<file path="src/inverse_cdf_table_sampler_assert.svh">
// Assertion macros used by the inverse CDF sampler RTL.
// No dependencies; included by icts_back, the module that carries checks.
`ifndef INVERSE_CDF_TABLE_SAMPLER_ASSERT_SVH
`define INVERSE_CDF_TABLE_SAMPLER_ASSERT_SVH

// same-cycle implication, masked while in reset
`define ICTS_ASSERT_IMP(lbl, clk, rst_n, ante, cons) \
  lbl: assert property (@(posedge clk) disable iff (!rst_n) (ante) |-> (cons)) \
    else $error("icts: same-cycle check failed");

// next-cycle implication, masked while in reset
`define ICTS_ASSERT_NXT(lbl, clk, rst_n, ante, cons) \
  lbl: assert property (@(posedge clk) disable iff (!rst_n) (ante) |=> (cons)) \
    else $error("icts: next-cycle check failed");

`endif

</file>
<file path="src/icts_pkg.sv">
// Shared types and constants of the inverse CDF table sampler.
// No dependencies.
package icts_pkg;

  localparam int TABLE_DEPTH_DEF = 1024;
  localparam int ADDR_W_MAX      = 16;
  localparam int QUEUE_DEPTH     = 2;

  localparam logic OP_LOAD = 1'b0;
  localparam logic OP_DRAW = 1'b1;

  localparam logic [1:0] STATUS_OK    = 2'd0;
  localparam logic [1:0] STATUS_BELOW = 2'd1;
  localparam logic [1:0] STATUS_NONE  = 2'd2;

  localparam logic [2:0] CFG_MEAN_0   = 3'd0;
  localparam logic [2:0] CFG_MEAN_3   = 3'd3;
  localparam logic [2:0] CFG_SPREAD_0 = 3'd4;
  localparam logic [2:0] CFG_SPREAD_3 = 3'd7;

  typedef struct packed {
    logic                   is_draw;
    logic [ADDR_W_MAX-1:0]  addr;
    logic [24:0]            cdf;
    logic [31:0]            mag;
    logic [23:0]            u;
    logic [3:0][15:0]       gauss;
  } item_t;

  typedef enum logic [3:0] {
    BS_IDLE,
    BS_PROBE,
    BS_COMPARE,
    BS_RD_ONE,
    BS_GOT_ONE,
    BS_RD_HI,
    BS_RD_LO,
    BS_GOT_LO,
    BS_DIV,
    BS_MUL_LO,
    BS_MUL_HI,
    BS_COLOR,
    BS_EMIT
  } back_state_e;

endpackage

</file>
<file path="src/icts_queue.sv">
// Short item queue between front and back end.
// Depends on icts_pkg.
module icts_queue (
  input  logic            clk_i,
  input  logic            rst_ni,
  input  logic            push_i,
  input  icts_pkg::item_t item_i,
  input  logic            pop_i,
  output icts_pkg::item_t head_o,
  output logic            empty_o,
  output logic            full_o
);
  import icts_pkg::*;

  localparam int PW = (QUEUE_DEPTH > 1) ? $clog2(QUEUE_DEPTH) : 1;
  localparam int CW = $clog2(QUEUE_DEPTH + 1);

  item_t          mem_q [QUEUE_DEPTH];
  logic [PW-1:0]  wr_ptr_q, rd_ptr_q;
  logic [CW-1:0]  cnt_q;
  logic           do_push, do_pop;

  assign empty_o = (cnt_q == '0);
  assign full_o  = (cnt_q == CW'(QUEUE_DEPTH));
  assign do_push = push_i && !full_o;
  assign do_pop  = pop_i && !empty_o;
  assign head_o  = mem_q[rd_ptr_q];

  always_ff @(posedge clk_i) begin
    if (do_push) begin
      mem_q[wr_ptr_q] <= item_i;
    end
  end

  always_ff @(posedge clk_i or negedge rst_ni) begin
    if (!rst_ni) begin
      wr_ptr_q <= '0;
      rd_ptr_q <= '0;
      cnt_q    <= '0;
    end else begin
      if (do_push) begin
        wr_ptr_q <= (wr_ptr_q == PW'(QUEUE_DEPTH - 1)) ? '0 : wr_ptr_q + 1'b1;
      end
      if (do_pop) begin
        rd_ptr_q <= (rd_ptr_q == PW'(QUEUE_DEPTH - 1)) ? '0 : rd_ptr_q + 1'b1;
      end
      if (do_push && !do_pop) begin
        cnt_q <= cnt_q + 1'b1;
      end else if (do_pop && !do_push) begin
        cnt_q <= cnt_q - 1'b1;
      end
    end
  end

endmodule

</file>
<file path="config.mk">
export PLATFORM = sky130hd
export DESIGN_NAME = icts_queue
export DESIGN_NICKNAME = d
export VERILOG_FILES = /design/src/inverse_cdf_table_sampler_assert.svh /design/src/icts_pkg.sv /design/src/icts_queue.sv
export SDC_FILE = /design/constraint.sdc
export NUM_CORES = 1
export LEC_CHECK = 0
export BUFFER_PORTS_ARGS = -buffer_cell sky130_fd_sc_hd__buf_2
export CAP_MARGIN = 20
export CORE_MARGIN = 3
export CORE_UTILIZATION = 32
export CTS_CLUSTER_DIAMETER = 60
export DETAILED_ROUTE_END_ITERATION = 10
export GPL_TIMING_DRIVEN = 0
export PLACE_DENSITY = 0.62
export SLEW_MARGIN = 20
export SYNTH_ARGS = -nofsm -noshare
export SYNTH_HDL_FRONTEND = slang
export SYNTH_SLANG_ARGS = --single-unit
</file>
<file path="constraint.sdc">
create_clock -name clk_i -period 11.4 [get_ports clk_i]
set_input_delay 1.14 -clock clk_i [delete_from_list [all_inputs] [get_ports clk_i]]
set_output_delay 1.14 -clock clk_i [all_outputs]
set_load 0.02 [all_outputs]
</file>
==> out/qor.yml, run 1 <==
clock_tree:
  ctsLongestPathBuffers: 3
  cts_tree: "yes"
  clockRootBuffer: "clkbuf_16"
  htree_levels: 2
  cts_setup_buffers: 0
  clock_latency_ns: 0.53
  numCtsBuffers: 38
  clkTransAtPathRegs_ns: 0.06
  cts_num_sinks: 328
  cts_resized: 0
  holdBufCountCts: 0
final_layout:
  register_area_um2: 9830
  n_fill_cell: 3300
  drive_gt1_frac: 0.620
  final_core_util: 0.430
  multiInputGateArea_um2: 2190
  area.growth.synth_to_final_pct: 30.9
  fin_area_um2: 15900
  nNetsFinal: 1069
global_route:
  gr-total-overflow: 0
  grt_pass1_vias: 6618
  grt_antenna_before_repair: 9
  grt_pass1_wl_um: 38600
  track_usage: 0.124
  grt_max_degree: 50
sta:
  rsz0062_at_grt: "false"
  max_slew_margin: 0.681
  fmaxAchievable_mhz: 324
  worstMarginPinSlew_ns: 0.478
  setup_violations: 0
  finalCriticalPeriod_ns: 3.09
  period_share: 0.271
  slew_violations: 0
  hold_viol: 0
  clock_skew_ns: 0.0179
pwr:
  p_leak_nw: 6.13
  vdd_ir_drop_max_mv: 0.141
  p_per_area_nw_per_um2: 276
flow_run:
  drv_cap: 0
routing:
  drtPass1Iterations: 4
  post_drt_wl_per_cell_um: 17.6
  final_antenna_net_count: 0
  drt-initial-drc-count: 245
  drc: 0
  routed_via_density: 4.30
  routed_wl_um: 25300
  via_count: 6181
synth:
  synth_edf_count: 324
  synth_area_per_cell_um2: 23.2
  ys_ff_latch: 328
  synthArstFlopShare: 0.0122
  synth.distinct_cells: 15
  netlist_area_um2: 12200
  synth_area_leaders: "edfxtp_1 (80%), mux2_4 (8.6%), mux2_2 (8.5%), buf_6 (0.83%), dfrtp_1 (0.82%)"
  synth_top_cell_by_area: "edfxtp_1"
  postSynthCellCount: 523
  synth.most_common_cell: "edfxtp_1"
  yosys.area.top_type_share: 0.800
  synth_common_cells: "edfxtp_1 (324), mux2_2 (92), mux2_4 (70)"
  ys_warn_count: 0
  syn-num-nets: 690
  ys.flop_type: "edfxtp_1"
  ys_seq_area_frac: 0.808
floorplanning:
  fp.dieH_um: 201
  pin_count: 330
  die_width_um: 201
  core_um2: 37000
  row_count: 70
  start_util: 0.328
  die_area_um2: 40400
placed_design:
  io_buffers: 329
  gp_routability_congestion: 0.711
  place_hpwl_um: 17500
  placed_area_um2: 14700
critical_path:
  crit_path_max_fanout: 10
  startpoint_type: "flop"
  worstSetupEndpointType: "output pin"
  crit_type: "reg -> out"
  ff2ff_path_depth: 5
  cp.required_ns: 10.26
  worstPathArrival_ns: 1.95
min_path:
  holdCritPathClass: "in -> async"
outcome:
  status: "finished clean"
==> final cells by class <==
| type | count | area share |
|---|---|---|
| Antenna cell | 2 | 0.000314 |
| Buffer | 18 | 0.00920 |
| Clock buffer | 48 | 0.0661 |
| Clock inverter | 21 | 0.0113 |
| Inverter | 2 | 0.000472 |
| Multi-Input combinational cell | 175 | 0.137 |
| Sequential cell | 328 | 0.618 |
| Tap cell | 504 | 0.0396 |
| Timing Repair Buffer | 339 | 0.118 |
==> routing by layer <==
metal	part of all wire	GRT usage	vias to the layer above
met5	0.0032	0	-
met3	0.097	0.0566	56
met4	0.026	0.0502	12
met2	0.49	0.205	235
li1	-	-	2859
met1	0.39	0.139	3019
==> sequential cells by signal, indices dropped and copies added, names as in the netlist <==
signal and flops:
cnt_q 2, mem_q 324, wr_ptr_q 1, rd_ptr_q 1
==> per-stage QoR <==
step | power (mW) | TNS, ns | cells | hold slack, ns | setup WS, ns
6_report | 4.39 | 0 | 1437 | 0.401 | 8.31
5_1_grt | 4.61 | 0 | 1437 | 0.367 | 8.19
4_1_cts | 4.48 | 0 | 1435 | 0.353 | 8.20
3_5_place_dp | 3.28 | 0 | 1366 | 0.521 | 8.81
3_3_place_gp | 3.31 | -284.43 | 1356 | 0.475 | -1.77
2_1_floorplan | 2.80 | 0 | 523 | 0.461 | 2.76
==> final timing paths <==
| path | from | end | slack [ns] |
|---|---|---|---|
| worst max-delay path | rd_ptr_q$_DFFE_PN0P_ | head_o[60] | 8.31 |
| worst min-delay path | rst_ni | cnt_q[1]$_DFFE_PN0P_ | 0.40 |
| worst max register to register | cnt_q[0]$_DFFE_PN0P_ | mem_q[0][60]$_DFFE_PP_ | 9.47 |
| worst min register to register | cnt_q[1]$_DFFE_PN0P_ | cnt_q[1]$_DFFE_PN0P_ | 0.54 |
| max in group asynchronous | rst_ni | cnt_q[0]$_DFFE_PN0P_ | 10.88 |
| min in group clk_i | cnt_q[1]$_DFFE_PN0P_ | cnt_q[1]$_DFFE_PN0P_ | 0.54 |
==> critical path: stages, from the launching register on <==
cell and delay (ns):
dfrtp_1 0.34, buf_6 0.17, buf_6 0.20, buf_6 0.21, mux2_4 0.31, buf_2 0.16
==> cells in the final DEF (no fill, tap or decap) <==
cell        synthesis  final
buf_2               9    338
edfxtp_1          324    324
mux2_2             92     92
mux2_4             70     70
clkbuf_16           0     41
buf_6               9      9
clkbuf_1            0      7
clkinv_2            0      6
clkinv_1            0      6
buf_12              0      6
dfrtp_1             4      4
buf_16              0      4
xnor2_1             3      3
clkinvlp_4          0      3
diode_2             0      2
inv_1               2      2
nor2_1              3      2
xor2_1              2      2
clkinv_4            0      2
bufinv_16           0      2
nand2b_1            1      1
nand2_1             1      1
o21ai_0             1      1
and3_4              0      1
nor2_4              0      1
ha_1                1      1
inv_8               0      1
clkinv_8            0      1
==> cells by family after synthesis <==
group / Yosys count / synth area share
flops: 328 / 0.808
xor+xnor: 5 / 0.00360
simple gates: 6 / 0.00226
fa+ha+maj: 1 / 0.00103
mux: 162 / 0.172
compound gates: 1 / 0.000411
buf+inv: 20 / 0.0127
==> where the power goes <==
group          switching [mW]  internal, mW
Sequential             0.0573          1.64
Clock                   0.467         0.704
Combinational           0.881         0.636
Power figures use the tool's default switching activity.
==> run 2: changes to the inputs <==
- clock period: 11.4 -> 3 ns (I/O delays scaled with it)
==> run 2 against run 1 <==
Cell count increased by 11%. Non-clock buffer count is 165 higher. Global-route usage grew 1.1 points. Sequential share of layout area shrank 5.7 points. Critical path type is now reg -> reg.
==> out/qor.yml, run 2 (synthesis results as in run 1) <==
final_layout:
  top_regs: "mem_q (324), cnt_q (2)"  # unchanged
  largest_reg_flops: 324  # unchanged
  layout_commonest_cell: "buf_2"  # unchanged
  nNetsFinal: 1234  # was 1069
  final_cell_mix: "buf_2 (338), edfxtp_1 (324), dlygate4sd3_1 (163)"  # was buf_2 (338), edfxtp_1 (324), mux2_2 (92)
  top_register: "mem_q"  # unchanged
  area.growth.synth_to_final_pct: 44.3  # was 30.9%
  drive_gt1_frac: 0.527  # was 0.620
  finalNonFillerCells: 1597  # was 1437
clock_tree:
  clock_latency_ns: 0.53  # about the same
  clkTransAtPathRegs_ns: 0.05  # was 0.06 ns
  htree_levels: 2  # unchanged
  cts_tree: "yes"  # unchanged
  cts_setup_buffers: 0  # unchanged
  cts_num_sinks: 328  # unchanged
  cts_resized: 0  # unchanged
  clockRootBuffer: "clkbuf_16"  # unchanged
  numCtsBuffers: 38  # unchanged
  ctsLongestPathBuffers: 3  # unchanged
  holdBufCountCts: 163  # was 0
global_route:
  gr-total-overflow: 0  # unchanged
  grt_pass1_wl_um: 43000  # was 38600 um
  grt_antenna_before_repair: 1  # was 9
  grt_max_degree: 49  # was 50
  grt_pass1_vias: 7692  # was 6618
  track_usage: 0.134  # was 0.124
routing:
  routed_via_density: 4.28  # was 4.30
  post_drt_wl_per_cell_um: 17.1  # was 17.6 um
  final_antenna_net_count: 0  # unchanged
  via_count: 6841  # was 6181
  routed_wl_um: 27200  # was 25300 um
  drc: 0  # unchanged
  drt-initial-drc-count: 248  # was 245
  drtPass1Iterations: 5  # was 4
critical_path:
  cp_cell_sequence: "nand2b_4, nand2_4, nor2_4, buf_16, buf_16, buf_12, buf_8"  # was buf_6, buf_6, buf_6, mux2_4, buf_2
  crit_top_cell: "buf_16"  # was buf_6
  path_buf_inv: 4  # unchanged
  cp_top_family: "buffers and inverters"  # unchanged
  worstPathArrival_ns: 2.49  # was 1.95 ns
  startpoint_type: "flop"  # unchanged
  crit_type: "reg -> reg"  # was reg -> out
  cp_slowest_cell: "nor2_4"  # was dfrtp_1
  max_stage_delay_ns: 0.47  # was 0.34 ns
  cp.required_ns: 3.23  # was 10.26 ns
  worstSetupEndpointType: "flop"  # was output pin
  crit_path_max_fanout: 23  # was 10
pwr:
  p_per_area_nw_per_um2: 959  # was 276 nW/um^2
  p_leak_nw: 6.81  # was 6.13 nW
  vdd_ir_drop_max_mv: 0.637  # was 0.141 mV
  power_mw: 16.8  # was 4.39 mW
placed_design:
  dp_cells: 1368  # was 1366
  place_hpwl_um: 18300  # was 17500 um
  place_ws_ns: 0.708  # was 8.81 ns
  io_buffers: 329  # unchanged
  gp_routability_congestion: 0.711  # about the same
sta:
  slew_violations: 0  # unchanged
  rsz0062_at_grt: "false"  # unchanged
  max_slew_margin: 0.623  # was 0.681
  worst_slack_ns: 0.739  # was 8.31 ns
  finalCriticalPeriod_ns: 2.26
  setup_violations: 0  # unchanged
  period_share: 0.754
  hold_viol: 0  # unchanged
  clock_skew_ns: 0.00966  # was 0.0179 ns
  worstMarginPinSlew_ns: 0.564  # was 0.478 ns
  fin_hold_ws_ns: 0.107  # was 0.401 ns
  fmaxAchievable_mhz: 442
floorplanning:
  die_width_um: 201  # unchanged
  die_area_um2: 40400  # unchanged
  row_count: 70  # unchanged
  start_util: 0.328  # unchanged
  fp.dieH_um: 201  # unchanged
  core_um2: 37000  # unchanged
  pin_count: 330  # unchanged
outcome:
  status: "finished clean"  # unchanged
flow_run:
  drv_cap: 0  # unchanged
min_path:
  holdCritPathClass: "in -> reg"  # was in -> async
-- run 2: changes by cell type in the layout (fill, tap and decap cells not counted), moves of 2 or more --
cell and change:
dlygate4sd3_1 +163, clkbuf_1 +3, clkinv_2 -3, inv_6 +3, clkinv_4 -2, clkinvlp_4 -2
-- run 2: power by group --
group / internal, mW / switching [mW] / total, mW
combinational: 2.60 / 3.42 / 6.03
clock: 2.58 / 1.73 / 4.31
sequential: 6.25 / 0.234 / 6.49
total: 11.4 / 5.39 / 16.8
-- run 2: layer usage --
layer  global-route usage  wire length, um  vias up
met5                    0                0        -
met4               0.0487              755        0
met3               0.0477             2140       57
met2                0.231            13800      238
met1                0.155            10500     3364
li1                     -                -     3182
-- run 2: final timing paths --
kind / from / endpoint / slack (ns) / depth (start not counted)
setup / recovery: cnt_q[0]$_DFFE_PN0P_ / mem_q[0][89]$_DFFE_PP_ / 0.74 / 7
setup reg to reg: cnt_q[0]$_DFFE_PN0P_ / mem_q[0][89]$_DFFE_PP_ / 0.74 / 7
hold / removal: push_i / wr_ptr_q$_DFFE_PN0P_ / 0.11 / 3
min in group asynchronous: rst_ni / wr_ptr_q$_DFFE_PN0P_ / 0.12 / 2
hold reg to reg: cnt_q[0]$_DFFE_PN0P_ / cnt_q[0]$_DFFE_PN0P_ / 0.57 / 1
max in group asynchronous: rst_ni / cnt_q[1]$_DFFE_PN0P_ / 2.76 / 2
-- run 2: worst min-delay path, cell delays in order --
cell and delay [ns]:
buf_2 0.12, nand2_4 0.09, xnor2_1 0.07
-- run 2: per-stage QoR --
stage | setup TNS (ns) | instance area, um^2 | utilization
detailed placement | 0 | 14700 | 0.398
finish | 0 | 17500 | 0.474
global route | 0 | 17500 | 0.474
global placement | -530.91 | 14500 | 0.390
CTS | 0 | 17500 | 0.473
floorplan | -73.88 | 12200 | -
-- run 2: layout make-up --
| type | instances | area (um^2) |
|---|---|---|
| Fill cell | 3135 | 19500 |
| Sequential cell | 328 | 9830 |
| Timing Repair Buffer | 504 | 3550 |
| Multi-Input combinational cell | 175 | 2200 |
| Clock buffer | 51 | 1060 |
| Tap cell | 504 | 631 |
| Buffer | 18 | 146 |
| Clock inverter | 14 | 109 |
| Inverter | 2 | 7.51 |
| Antenna cell | 1 | 2.50 |
==> run 3: changes to the inputs <==
- clock period: 3 -> 2.1 ns (I/O delays scaled with it)
==> run 3 against run 2 <==
Sequential power up 43%. Clock skew is 0.0060 ns higher. Via count grew 1.1%. Cell count is 0.50% higher. Die area unchanged. Critical endpoint is now head_o[94]. Highest routed layer unchanged.
==> out/qor.yml, run 3 (synthesis results as in run 1) <==
clock_tree:
  cts_num_sinks: 328  # unchanged
  htree_levels: 2  # unchanged
  clockRootBuffer: "clkbuf_16"  # unchanged
  cts_tree: "yes"  # unchanged
  clock_latency_ns: 0.53  # about the same
  ctsLongestPathBuffers: 3  # unchanged
  clkTransAtPathRegs_ns: 0.06  # was 0.05 ns
  numCtsBuffers: 37  # was 38
final_layout:
  final_cell_mix: "edfxtp_1 (324), buf_2 (267), dlygate4sd3_1 (166)"  # was buf_2 (338), edfxtp_1 (324), dlygate4sd3_1 (163)
  final_core_util: 0.490  # was 0.474
  nNetsFinal: 1241  # was 1234
  finalNonFillerCells: 1605  # was 1597
  drive_gt1_frac: 0.530  # was 0.527
  top_register: "mem_q"  # unchanged
  top_regs: "mem_q (324), cnt_q (2)"  # unchanged
  layout_commonest_cell: "edfxtp_1"  # was buf_2
  antenna_cells: 0  # was 1
  area.growth.synth_to_final_pct: 49.3  # was 44.3%
  largest_reg_flops: 324  # unchanged
routing:
  drt-initial-drc-count: 317  # was 248
  drc: 0  # unchanged
  final_antenna_net_count: 0  # unchanged
  via_count: 6913  # was 6841
  drtPass1Iterations: 4  # was 5
  routed_via_density: 4.31  # was 4.28
  post_drt_wl_per_cell_um: 17.5  # was 17.1 um
  routed_wl_um: 28100  # was 27200 um
critical_path:
  crit_type: "reg -> out"  # was reg -> reg
  rrSetupSlack_ns: 0.13  # was 0.74 ns
  startpoint_type: "flop"  # unchanged
  cp_slowest_cell: "dfrtp_1"  # was nor2_4
  crit_top_cell: "buf_12"  # was buf_16
  cp_top_family: "buffers and inverters"  # unchanged
  worstPathArrival_ns: 1.87  # was 2.49 ns
  cp_cell_sequence: "buf_12, clkbuf_16, buf_12, mux2_4, buf_2"  # was nand2b_4, nand2_4, nor2_4, buf_16, buf_16, buf_12, buf_8
  cp-startpoint: "rd_ptr_q$_DFFE_PN0P_"  # was cnt_q[0]$_DFFE_PN0P_
  cp.required_ns: 1.89  # was 3.23 ns
  path_buf_inv: 4  # unchanged
  reg2reg_from: "cnt_q[0]$_DFFE_PN0P_"  # unchanged
  crit_path_max_fanout: 11  # was 23
  worstSetupEndpointType: "output pin"  # was flop
  max_stage_delay_ns: 0.39  # was 0.47 ns
min_path:
  holdCritPathClass: "in -> reg"  # unchanged
  min-delay-start: "item_i[152]"  # was push_i
sta:
  worstMarginPinSlew_ns: 0.395  # was 0.564 ns
  max_slew_margin: 0.737  # was 0.623
  hold_viol: 0  # unchanged
  setup_violations: 0  # unchanged
  clock_skew_ns: 0.0156  # was 0.00966 ns
  rsz0062_at_grt: "true"  # was false
  fmaxAchievable_mhz: 480
  slew_violations: 0  # unchanged
  fin_hold_ws_ns: 0.394  # was 0.107 ns
  finalCriticalPeriod_ns: 2.08
  period_share: 0.993
placed_design:
  io_buffers: 329  # unchanged
  dp_cells: 1367  # was 1368
  gp_routability_congestion: 0.710  # was 0.711
  place_hpwl_um: 17600  # was 18300 um
global_route:
  gr-total-overflow: 0  # unchanged
  grt_pass1_vias: 7531  # was 7692
  grtUsageMet3: 0.0451  # was 0.0477
  grt_max_degree: 50  # was 49
  track_usage: 0.134  # about the same
  grt_antenna_before_repair: 0  # was 1
  grtUsageMet2: 0.232  # was 0.231
  grt.busiest_layer: "met2"  # unchanged
  gr-usage-met1: 0.153  # was 0.155
  grt_pass1_wl_um: 42600  # was 43000 um
floorplanning:
  fp.dieH_um: 201  # unchanged
  pin_count: 330  # unchanged
  die_area_um2: 40400  # unchanged
  core_um2: 37000  # unchanged
  die_width_um: 201  # unchanged
  start_util: 0.328  # unchanged
  row_count: 70  # unchanged
pwr:
  vdd_ir_drop_max_mv: 0.981  # was 0.637 mV
  p_leak_nw: 7.05  # was 6.81 nW
  p_per_area_nw_per_um2: 1400  # was 959 nW/um^2
outcome:
  status: "finished clean"  # unchanged
flow_run:
  drv_cap: 0  # unchanged
==> run 3: changes by cell type in the layout (fill, tap and decap cells not counted), sizes merged <==
cell	change
and3	+1
buf	-2
bufinv	+2
clkbuf	-2
clkinv	+7
diode	-1
dlygate4sd3	+3
==> run 3: final cells by class <==
| class | count | area [um^2] |
|---|---|---|
| Sequential cell | 328 | 9830 |
| Timing Repair Buffer | 511 | 4020 |
| Fill cell | 3077 | 18900 |
| Buffer | 18 | 259 |
| Clock inverter | 23 | 206 |
| Clock buffer | 43 | 991 |
| Inverter | 2 | 7.51 |
| Multi-Input combinational cell | 176 | 2210 |
| Tap cell | 504 | 631 |
==> run 3: where the power goes <==
group,internal (mW),total (mW),switching [mW],leakage (nW)
Combinational,4.65,9.76,5.10,3.40
Clock,3.77,6.30,2.53,0.589
Sequential,8.93,9.27,0.343,3.06
Total,17.4,25.3,7.97,7.05
==> run 3: final timing paths <==
path	to	cells past startpoint
setup / recovery	head_o[94]	5
max in group asynchronous	cnt_q[0]$_DFFE_PN0P_	3
min in group asynchronous	wr_ptr_q$_DFFE_PN0P_	3
hold / removal	mem_q[1][152]$_DFFE_PP_	2
hold reg to reg	cnt_q[0]$_DFFE_PN0P_	1
setup reg to reg	mem_q[1][64]$_DFFE_PP_	4
==> run 3: repair_timing <==
item | CTS | global route
gates cloned | 1 | 1
setup endpoints to repair | 230 | 155
resized for setup | 97 | 58
buffers inserted | 4 | 0
hold buffers | 166 | 0
hold endpoints to repair | 330 | 0
pin swaps | 2 | 0
==> run 3: stage by stage <==
step	total power, mW	setup WS [ns]	setup TNS, ns	instance area [um^2]
after floorplan	15.0	-1.34	-365.48	12200
after global placement	17.6	-2.89	-818.74	14500
after detailed placement	17.9	-0.0726	-3.72	14700
after CTS	25.3	-0.0788	-6.22	18000
after global routing	26.5	-0.0570	-4.28	18200
final	25.3	0.0150	0	18200
==> run 3: worst reg2reg max path, delay by kind of cell (launching register included) <==
kind	cells	cell delay, ns
buffers and inverters	2	0.59
flip-flops	1	0.43
AND/OR/NAND/NOR	2	0.58
==> run 3: layer usage <==
metal	vias up	wire length (um)
li1	3207	-
met1	3395	10700
met2	250	14600
met3	61	2030
met4	0	845
met5	-	0
